[config.mk]
export PLATFORM = sky130hd
export DESIGN_NAME = line_sensor_sweep_calibrator_unit
export DESIGN_NICKNAME = d
export VERILOG_FILES = /design/src/rtl/lsc_pkg.sv /design/src/rtl/lsc_lane.sv /design/src/rtl/lsc_sweep.sv /design/src/rtl/line_sensor_sweep_calibrator_unit.sv
export VERILOG_INCLUDE_DIRS = /design/src /design/src/rtl
export SDC_FILE = /design/constraint.sdc
export NUM_CORES = 1
export LEC_CHECK = 0
export BUFFER_PORTS_ARGS = -buffer_cell sky130_fd_sc_hd__buf_4
export CELL_PAD_IN_SITES_DETAIL_PLACEMENT = 1
export CELL_PAD_IN_SITES_GLOBAL_PLACEMENT = 1
export CORE_MARGIN = 5
export CORE_UTILIZATION = 44
export CTS_CLUSTER_DIAMETER = 80
export DETAILED_ROUTE_END_ITERATION = 8
export GPL_TIMING_DRIVEN = 0
export PLACE_DENSITY_LB_ADDON = 0.1
export SETUP_SLACK_MARGIN = 0.5
export SYNTH_ARGS = -nofsm -noshare
export SYNTH_HDL_FRONTEND = slang
export SYNTH_HIERARCHICAL = 1
export SYNTH_SLANG_ARGS = --single-unit
[constraint.sdc]
create_clock -name clk -period 5 [get_ports clk]
set_clock_uncertainty 0.05 [all_clocks]
set_input_delay 0.25 -clock clk [delete_from_list [all_inputs] [get_ports clk]]
set_output_delay 0.25 -clock clk [all_outputs]
set_load 0.01 [all_outputs]
[src/rtl/line_sensor_sweep_calibrator_unit_assert.svh]
// ----------------------------------------------------------------------------
// Line sensor sweep calibrator assertion macros
// Concurrent checks on clk, disabled while rst is high.
// ----------------------------------------------------------------------------
`ifndef LINE_SENSOR_SWEEP_CALIBRATOR_UNIT_ASSERT_SVH
`define LINE_SENSOR_SWEEP_CALIBRATOR_UNIT_ASSERT_SVH

`ifndef SYNTHESIS
// Consequent must hold in the same cycle as the antecedent.
`define LSC_ASSERT_NOW(lbl, ante, cons) \
  lbl: assert property (@(posedge clk) disable iff (rst) (ante) |-> (cons)) \
    else $error("lsc: same-cycle check failed");
// Consequent must hold in the cycle after the antecedent.
`define LSC_ASSERT_NEXT(lbl, ante, cons) \
  lbl: assert property (@(posedge clk) disable iff (rst) (ante) |=> (cons)) \
    else $error("lsc: next-cycle check failed");
`else
`define LSC_ASSERT_NOW(lbl, ante, cons)
`define LSC_ASSERT_NEXT(lbl, ante, cons)
`endif

`endif

[src/rtl/lsc_pkg.sv]
// ----------------------------------------------------------------------------
// Line sensor sweep calibrator package
// Shared widths, phase codes and the records passed between the modules.
// ----------------------------------------------------------------------------
`timescale 1ns / 1ps

package lsc_pkg;

  localparam int SENSOR_COUNT = 8;
  localparam int SAMPLE_BITS  = 10;
  localparam int MARGIN_BITS  = 10;
  localparam int QUERY_BITS   = 3;
  localparam int PHASE_BITS   = 3;

  localparam logic [MARGIN_BITS-1:0] MARGIN_RESET = MARGIN_BITS'(100);

  typedef logic [SAMPLE_BITS-1:0] sample_t;
  typedef logic [MARGIN_BITS-1:0] margin_t;
  typedef logic [QUERY_BITS-1:0]  query_t;

  typedef enum logic [PHASE_BITS-1:0] {
    PH_COLOUR       = 3'd0,
    PH_ZERO         = 3'd1,
    PH_NINETY       = 3'd2,
    PH_SECOND_ZERO  = 3'd3,
    PH_MINUS_NINETY = 3'd4,
    PH_DONE         = 3'd5
  } phase_t;

  // What one lane reports for the current frame: levels as they stand after it.
  typedef struct packed {
    logic    near;
    sample_t hi;
    sample_t lo;
  } lane_stat_t;

  // One result beat.
  typedef struct packed {
    phase_t  phase;
    logic    line_white;
    logic    turn_right;
    logic    near_line;
    sample_t white_level;
    sample_t black_level;
  } sweep_res_t;

endpackage

[src/rtl/lsc_lane.sv]
// ----------------------------------------------------------------------------
// Line sensor sweep calibrator lane
// Tracks the maximum and minimum of one sensor and tests its reading
// against the line reference.
// ----------------------------------------------------------------------------
`timescale 1ns / 1ps

module lsc_lane import lsc_pkg::*; (
  input  logic       clk,
  input  logic       rst,
  input  logic       update,
  input  sample_t    sample,
  input  sample_t    reference,
  input  margin_t    margin,
  output lane_stat_t stat
);

  sample_t hi;
  sample_t lo;
  sample_t hi_next;
  sample_t lo_next;
  sample_t diff;

  always_comb begin
    diff    = (sample > reference) ? sample - reference : reference - sample;
    hi_next = (update && (sample > hi)) ? sample : hi;
    lo_next = (update && (sample < lo)) ? sample : lo;
  end

  always_ff @(posedge clk) begin
    if (rst) begin
      hi <= '0;
      lo <= '1;
    end else begin
      hi <= hi_next;
      lo <= lo_next;
    end
  end

  assign stat.near = (diff < margin);
  assign stat.hi   = hi_next;
  assign stat.lo   = lo_next;

endmodule

[src/rtl/lsc_sweep.sv]
// ----------------------------------------------------------------------------
// Line sensor sweep calibrator merge stage
// Classifies the line colour, runs the sweep phase machine on the lanes'
// combined near flag and picks the queried sensor's levels.
// ----------------------------------------------------------------------------
`timescale 1ns / 1ps

module lsc_sweep import lsc_pkg::*; (
  input  logic       clk,
  input  logic       rst,
  input  logic       accept,
  input  sample_t    centre,
  input  sample_t    edge_left,
  input  sample_t    edge_right,
  input  query_t     query,
  input  lane_stat_t lanes [SENSOR_COUNT],
  output logic       sweeping,
  output sample_t    reference,
  output sweep_res_t res
);

  phase_t  state;
  phase_t  state_step;
  phase_t  state_next;
  logic    white;
  logic    white_next;
  sample_t reference_next;
  logic    any_near;
  logic    turn;
  logic    colour_frame;
  logic [SAMPLE_BITS:0] edge_sum;
  sample_t edge_mean;

  always_comb begin
    any_near = 1'b0;
    for (int i = 0; i < SENSOR_COUNT; i++) begin
      any_near = any_near | lanes[i].near;
    end
  end

  // Next phase for an accepted frame.
  always_comb begin
    unique case (state)
      PH_COLOUR:       state_step = PH_ZERO;
      PH_ZERO:         state_step = any_near ? PH_ZERO : PH_NINETY;
      PH_NINETY:       state_step = any_near ? PH_SECOND_ZERO : PH_NINETY;
      PH_SECOND_ZERO:  state_step = any_near ? PH_SECOND_ZERO : PH_MINUS_NINETY;
      PH_MINUS_NINETY: state_step = any_near ? PH_DONE : PH_MINUS_NINETY;
      default:         state_step = state;
    endcase
    state_next = accept ? state_step : state;
  end

  // Outputs decoded from the current phase.
  always_comb begin
    unique case (state)
      PH_COLOUR: begin
        colour_frame = 1'b1;
        sweeping     = 1'b0;
        turn         = 1'b0;
      end
      PH_ZERO, PH_MINUS_NINETY: begin
        colour_frame = 1'b0;
        sweeping     = 1'b1;
        turn         = 1'b0;
      end
      PH_NINETY, PH_SECOND_ZERO: begin
        colour_frame = 1'b0;
        sweeping     = 1'b1;
        turn         = 1'b1;
      end
      default: begin
        colour_frame = 1'b0;
        sweeping     = 1'b0;
        turn         = 1'b0;
      end
    endcase
  end

  // The line counts as white when the centre is brighter than the edge mean.
  always_comb begin
    edge_sum  = {1'b0, edge_left} + {1'b0, edge_right};
    edge_mean = edge_sum[SAMPLE_BITS:1];
    if (accept && colour_frame) begin
      white_next     = (centre > edge_mean);
      reference_next = centre;
    end else begin
      white_next     = white;
      reference_next = reference;
    end
  end

  always_ff @(posedge clk) begin
    if (rst) begin
      state     <= PH_COLOUR;
      white     <= 1'b0;
      reference <= '0;
    end else begin
      state     <= state_next;
      white     <= white_next;
      reference <= reference_next;
    end
  end

  always_comb begin
    res.phase      = state_next;
    res.line_white = white_next;
    res.turn_right = turn;
    res.near_line  = sweeping & any_near;
    if (int'(query) < SENSOR_COUNT) begin
      res.white_level = lanes[query].hi;
      res.black_level = lanes[query].lo;
    end else begin
      res.white_level = '0;
      res.black_level = '0;
    end
  end

endmodule

[src/rtl/line_sensor_sweep_calibrator_unit.sv]
// ----------------------------------------------------------------------------
// Line sensor sweep calibrator
// Colour detection, four-step sweep and per-sensor level tracking for an
// eight-sensor reflectance bar.
// ----------------------------------------------------------------------------
// The block takes one frame per clock cycle unless the output stalls, and returns
// one result beat per frame, in the cycle after the frame is accepted, from an
// output register. The rate is set by the phase register, which every frame
// updates from the OR of the eight lane compares. A frame is taken whenever the
// output register is empty or its beat is being taken in the same cycle. The
// margin register may be written only while no beat is outstanding; it resets to 100.
`timescale 1ns / 1ps

`include "line_sensor_sweep_calibrator_unit_assert.svh"

module line_sensor_sweep_calibrator_unit import lsc_pkg::*; (
  input  logic    clk,
  input  logic    rst,
  input  logic    cfg_we,
  input  margin_t cfg_wdata,
  input  logic    in_valid,
  output logic    in_stall,
  input  sample_t sample_0,
  input  sample_t sample_1,
  input  sample_t sample_2,
  input  sample_t sample_3,
  input  sample_t sample_4,
  input  sample_t sample_5,
  input  sample_t sample_6,
  input  sample_t sample_7,
  input  query_t  query_sensor,
  output logic    out_valid,
  input  logic    out_stall,
  output phase_t  phase,
  output logic    line_white,
  output logic    turn_right,
  output logic    near_line,
  output sample_t white_level,
  output sample_t black_level
);

  margin_t    near_margin;
  sample_t    samples [SENSOR_COUNT];
  lane_stat_t lanes [SENSOR_COUNT];
  logic       accept;
  logic       sweeping;
  logic       lane_update;
  sample_t    reference;
  sweep_res_t res;
  sweep_res_t res_q;
  logic       out_valid_next;

  assign samples[0] = sample_0;
  assign samples[1] = sample_1;
  assign samples[2] = sample_2;
  assign samples[3] = sample_3;
  assign samples[4] = sample_4;
  assign samples[5] = sample_5;
  assign samples[6] = sample_6;
  assign samples[7] = sample_7;

  assign in_stall    = out_valid & out_stall;
  assign accept      = in_valid & ~in_stall;
  assign lane_update = accept & sweeping;

  always_ff @(posedge clk) begin
    if (rst) begin
      near_margin <= MARGIN_RESET;
    end else if (cfg_we) begin
      near_margin <= cfg_wdata;
    end
  end

  for (genvar g = 0; g < SENSOR_COUNT; g++) begin : g_lane
    lsc_lane u_lane (
      .clk       (clk),
      .rst       (rst),
      .update    (lane_update),
      .sample    (samples[g]),
      .reference (reference),
      .margin    (near_margin),
      .stat      (lanes[g])
    );
  end

  lsc_sweep u_sweep (
    .clk        (clk),
    .rst        (rst),
    .accept     (accept),
    .centre     (samples[SENSOR_COUNT/2]),
    .edge_left  (samples[0]),
    .edge_right (samples[SENSOR_COUNT-1]),
    .query      (query_sensor),
    .lanes      (lanes),
    .sweeping   (sweeping),
    .reference  (reference),
    .res        (res)
  );

  assign out_valid_next = accept | (out_valid & out_stall);

  always_ff @(posedge clk) begin
    if (rst) begin
      out_valid <= 1'b0;
    end else begin
      out_valid <= out_valid_next;
    end
  end

  always_ff @(posedge clk) begin
    if (accept) begin
      res_q <= res;
    end
  end

  assign phase       = res_q.phase;
  assign line_white  = res_q.line_white;
  assign turn_right  = res_q.turn_right;
  assign near_line   = res_q.near_line;
  assign white_level = res_q.white_level;
  assign black_level = res_q.black_level;

  // Once the sweep is done, every later beat reports done.
  `LSC_ASSERT_NEXT(a_done_sticky, accept && out_valid && (phase == PH_DONE), out_valid && (phase == PH_DONE))
  // A frame that found the line also updated both levels of every sensor.
  `LSC_ASSERT_NOW(a_levels_ordered, out_valid && near_line, white_level >= black_level)
  // A right turn only happens in the two middle steps of the sweep.
  `LSC_ASSERT_NOW(a_turn_phase, out_valid && turn_right, (phase == PH_NINETY) || (phase == PH_SECOND_ZERO) || (phase == PH_MINUS_NINETY))

endmodule

== Word-level counts from Yosys, hierarchy flattened ==
Index checks and enable logic that the tools add are counted.

* Bits of input ports: 98
* Logic and storage cells: 153
* Bits in registers: 211
* Output and inout bits: 28

* Multiplexer cells: 37
* Bitwise logic cells: 14
* Magnitude comparators: 34
* Reductions and logical operators: 20
* Eq/ne operators: 4
* Add/subtract/negate cells: 17

{| class="wikitable"
|+ Operator list
! cell !! count
|-
| $mux 10 || 24
|-
| $gt 10x10->1 || 17
|-
| $lt 10x10->1 || 16
|-
| $sub 10x10->10 || 16
|-
| $bmux 21 s3 || 1
|-
| $mux 20 || 2
|-
| $logic_and 1x1->1 || 17
|-
| $pmux 3 s5 || 1
|-
| $add 10x10->11 || 1
|-
| $or 1x1->1 || 8
|-
| $eq 3x2->1 const B || 2
|-
| $mux 1 || 6
|-
| $mux 3 || 2
|-
| $and 1x1->1 || 4
|-
| $ge 4x4->1 const B || 1
|-
| $not 3->4 || 1
|-
| $reduce_or 4->1 || 1
|-
| $eq 3x1->1 const B || 1
|-
| $eq 3x3->1 const B || 1
|-
| $logic_not 3->1 || 1
|-
| $mux 2 || 1
|-
| $reduce_or 2->1 || 1
|-
| $not 1->1 || 1
|}

== Depth between registers and ports, before layout ==
* Word-level depth: 13
* Mapped depth: 21
* Mapped depth without buffers: 20

== Modules after synthesis ==
Netlist, hierarchy kept.

{| class="wikitable"
|+ By module, submodules not included
! module !! instances !! area an instance (um^2) !! sequential area each (um^2) !! cells an instance
|-
| lsc_lane (g_lane[4].u_lane ...) || 3 || 2342.2 || 400.4 || 273
|-
| lsc_lane (g_lane[0].u_lane ...) || 2 || 2274.7 || 400.4 || 272
|-
| lsc_sweep || 1 || 2620.0 || 280.3 || 231
|-
| lsc_lane (g_lane[7].u_lane) || 1 || 2368.5 || 400.4 || 276
|-
| lsc_lane (g_lane[1].u_lane) || 1 || 2338.5 || 400.4 || 273
|-
| lsc_lane (g_lane[2].u_lane) || 1 || 2307.2 || 400.4 || 271
|-
| line_sensor_sweep_calibrator_unit || 1 || 1191.1 || 1001.0 || 64
|}

== Worst setup path before layout ==
Ideal clock, no wire load.

* Kind: flip-flop to flip-flop
* Start: register out_valid
* End: register res_q, in the netlist black_level[0], data pin
* Data required time: 4690 ps
* Arrival: 4786 ps
* Buffers on the path: 1
* Cell stages (with the launch flop): 10
* Slack: -96 ps
* Cell sequence: dfxtp_1 -> a21boi_0 -> and2_1 -> nor2b_1 -> o21ai_0 -> a221oi_1 -> buf_2 -> mux2_2 -> mux4_1 -> mux2_2

{| class="wikitable"
|+ RTL lines
! item !! line !! RTL
|-
| start, declared || line_sensor_sweep_calibrator_unit.sv:32 || <nowiki>output logic out_valid,</nowiki>
|-
| start signal, assigned || line_sensor_sweep_calibrator_unit.sv:106 || <nowiki>out_valid <= out_valid_next;</nowiki>
|-
| end signal, assigned || line_sensor_sweep_calibrator_unit.sv:112 || <nowiki>res_q <= res;</nowiki>
|-
| end, declared || line_sensor_sweep_calibrator_unit.sv:50 || <nowiki>sweep_res_t res_q;</nowiki>
|}

==> summary.txt <==
Synthesis
  • YS warnings: 6
  • FFs w/ async S/R, synth: 0
  • Number of synthesized flops with an enable pin: 26
  • Synth cell types: 73
  • Yosys reg bits: about 210
  • Net Count, Synth: between 2,000 and 3,000
  • Sequential area share after synthesis: 0.2002
  • Synthesized area per cell: around 9 µm²
  • Post-Syn Area: 22,400 µm²
  • Syn Inst Count: 2,478
  • Synth Flop Type: dfxtp_1

Final layout
  • # fillers: 5,753
  • Commonest non-fill, non-tap cell in the layout: inv_1
  • Post-route cell area: 26,660 µm²
  • Synth-to-Final Area Change: 19.00%
  • Most frequent cells in the layout: 407 x inv_1, 387 x ha_1, 200 x buf_4
  • Utilization after layout: 0.5303
  • Share of layout cells above drive strength 1: 0.2023
  • # diodes: 0
  • Layout Nets: 3,248

Critical path
  • Max stage delay on crit path: approximately 520 ps
  • RR Endpoint: u_sweep/state[1]
  • CP Depth: 21
  • Setup crit start: u_sweep/reference[0]
  • Critical path type: flop to flop
  • R2R Path Start: u_sweep/reference[0]
  • Critical-path cell with the highest stage delay: nor4_4
  • CP required: approximately 5400 ps
  • Reg2reg path depth: 21
  • Delay-heaviest family, CP: compound AO/OA/AOI/OAI gates
  • R2R setup slack: 250 ps
  • Crit path arrival time: just over 5000 ps
  • Critical path cell sequence: buf_12 > ha_4 > inv_2 > fa_2 > a21o_1 > a221oi_4 > o221ai_2 > o31a_1 > buf_6 > mux2_2 > ha_1 > a21boi_2 > o21ai_1 > nand2b_1 > a21oi_2 > o21ai_2 > a31oi_4 > nor4_4 > nand4_1 > xnor2_2 > nor2b_1
  • Crit path capture: u_sweep/state[1]
  • Crit path launch type: flop
  • Critical Path Fanout Max: 4
  • CP Capture Type: flop
  • WP buf/inv: 3

Timing
  • Worst slew pin tran: 1322 ps
  • Final Setup Violations: 0
  • Period utilisation layout: 0.9494
  • Hold Vio Cnt, Final: 0
  • Setup Total Neg Slack: 0 ps
  • RSZ-0062 raised after global routing: yes
  • Rel. slew slack: 0.1175
  • Fin crit period: 4747 ps
  • Highest clock rate: 0.2107 GHz
  • Pins Over Slew Limit: 0

Die
  • Starting density of the core: 0.4456
  • Die area: 55,520 µm²
  • Die height: 235.6 µm
  • Die width: 235.6 µm
  • # rows: about 80
  • IO Count: 126
  • Core area: 50,270 µm²

Routing
  • Drt drc: 0
  • TritonRoute pass-1 iters: 5
  • Final WL: about 84,000 µm
  • Via-to-Cell Ratio: about 5.7
  • Initial DRC count: 1,149
  • DR vias: 19,610
  • Routed Antenna Nets: 0
  • Drt wl/cell: around 25 µm

Clocking
  • Root Driver: clkbuf_16
  • CTS buffer count: 27
  • Max Buffers Root-to-Sink: 3
  • Clk slew on worst S/H paths: 60 ps
  • Worst skew pair latency: between 500 and 600 ps
  • H-tree lvl count: 1
  • CTS tree: built
  • # clock sinks: 211

Power and ir drop
  • Leak pwr: 12.73 nW
  • Clock share of power: 0.299
  • Peak VDD IR: 0.2430 mV
  • Sw Ratio: 0.3660
  • Internal: around 0.0042 W
  • Power Density: 249.7 nW/µm²
  • Gate power share: 0.418
  • Reg power frac: 0.283
  • Net Switching: 0.002437 W

Job
  • Maximum Capacitance Violations: 0

GRT
  • GRT Total Usage: 0.2919
  • First-pass GRT wire length: 126,800 µm
  • Vias in the first global route: 20,700
  • Largest net degree at the start of global routing: 29
  • Initial antenna violation count: 4
  • GRT Residual Overflow: 0

Placement
  • RD Place Congestion: about 0.9
  • Post-DP HPWL: 63,110 µm
  • DP Area: between 20,000 and 25,000 µm²
  • I/O Buffers: between 100 and 150

Hold path
  • Hold Path Class: input port to flop
  • Min-Delay Startpoint: out_stall

Status
  • Status: finished, final reports clean
[how the worst min path moves through the flow]
stage / end / slack (ps) / depth (start not counted)
5_1_grt: turn_right / 8 / 2
6_report: turn_right / 20 / 2
3_5_place_dp: near_margin[6] / 420 / 2
3_3_place_gp: u_sweep/white / 420 / 2
4_1_cts: turn_right / 2 / 2
2_1_floorplan: u_sweep/reference[9] / 270 / 1
[cell usage after synthesis (38+ instances only)]
master	number	area [µm²]
ha_1	395	4942
a21oi_1	152	760.7
mux2i_1	199	1992
mux4_1	40	1051
dfxtp_1	185	3704
nand2_1	70	262.8
nor2b_1	123	769.5
nand3_1	50	250.2
mux2_2	53	596.8
a21o_1	86	645.6
inv_1	410	1539
xor2_1	38	332.8
or2_2	70	437.9
o21ai_0	86	430.4
[power groups by stage]
stage	Combinational (W)	Clock [W]	Sequential, W
2_1_floorplan	0.00158	0	0.00188
3_3_place_gp	0.00219	0	0.00195
3_5_place_dp	0.00231	0	0.00195
4_1_cts	0.00269	0.00202	0.00188
5_1_grt	0.00303	0.00210	0.00189
6_report	0.00278	0.00199	0.00188
[stage by stage]
stage / std cells / total power, W / setup WS, ps / hold slack (ps)
final: 3430 / 0.006657 / 252.9 / 24.89
after global routing: 3430 / 0.007011 / 165.7 / 8.145
after CTS: 3424 / 0.006593 / 353.7 / 1.968
after detailed placement: 3273 / 0.004262 / -1235 / 421.8
after global placement: 3272 / 0.004144 / -1240 / 418.9
after floorplan: 2478 / 0.003460 / 675.4 / 269.1
[state kept, by name, summed over array words and instances (netlist names)]
signal,flops
white_level,10
u_sweep/state,3
near_line,1
g_lane.u_lane/hi,80
u_sweep/reference,10
near_margin,10
u_sweep/white,1
turn_right,1
black_level,10
out_valid,1
g_lane.u_lane/lo,80
line_white,1
phase,3
[routing by layer]
| metal | GRT usage | wire length [µm] |
|---|---|---|
| met3 | 0.03433 | 3723 |
| met4 | 0.09113 | 3216 |
| met5 | 0 | 0 |
| met1 | 0.3935 | 38530 |
| met2 | 0.4911 | 39010 |
[final cells by class]
cell class                      count  area [µm²]  share of cell area
Sequential cell                   211        4519              0.1695
Timing Repair Buffer              231        2021             0.07580
Inverter                          410        1539             0.05773
Clock inverter                      8       103.9            0.003896
Buffer                             97       705.7             0.02647
Multi-Input combinational cell   1760       16140              0.6054
Clock buffer                       41       790.8             0.02966
Tap cell                          672       840.8             0.03154
[timing repair]
| item | CTS | global route |
|---|---|---|
| hold buffers | 24 | 0 |
| pin swaps | 49 | 21 |
| setup endpoints to repair | 7 | 7 |
| buffers inserted | 78 | 6 |
| gates resized for setup | 117 | 27 |
| endpoints found under the hold margin | 21 | 0 |
[cell families after synthesis]
group,Yosys count,share of synthesized area
AO/OA/AOI/OAI,515,0.1524
buffers and inverters,507,0.09936
XOR/XNOR,71,0.02809
AND/OR/NAND/NOR,461,0.1157
multiplexers,301,0.1685
flip-flops,211,0.2002
adder cells (fa/ha/maj),412,0.2358
Power figures use the tool's default switching activity.
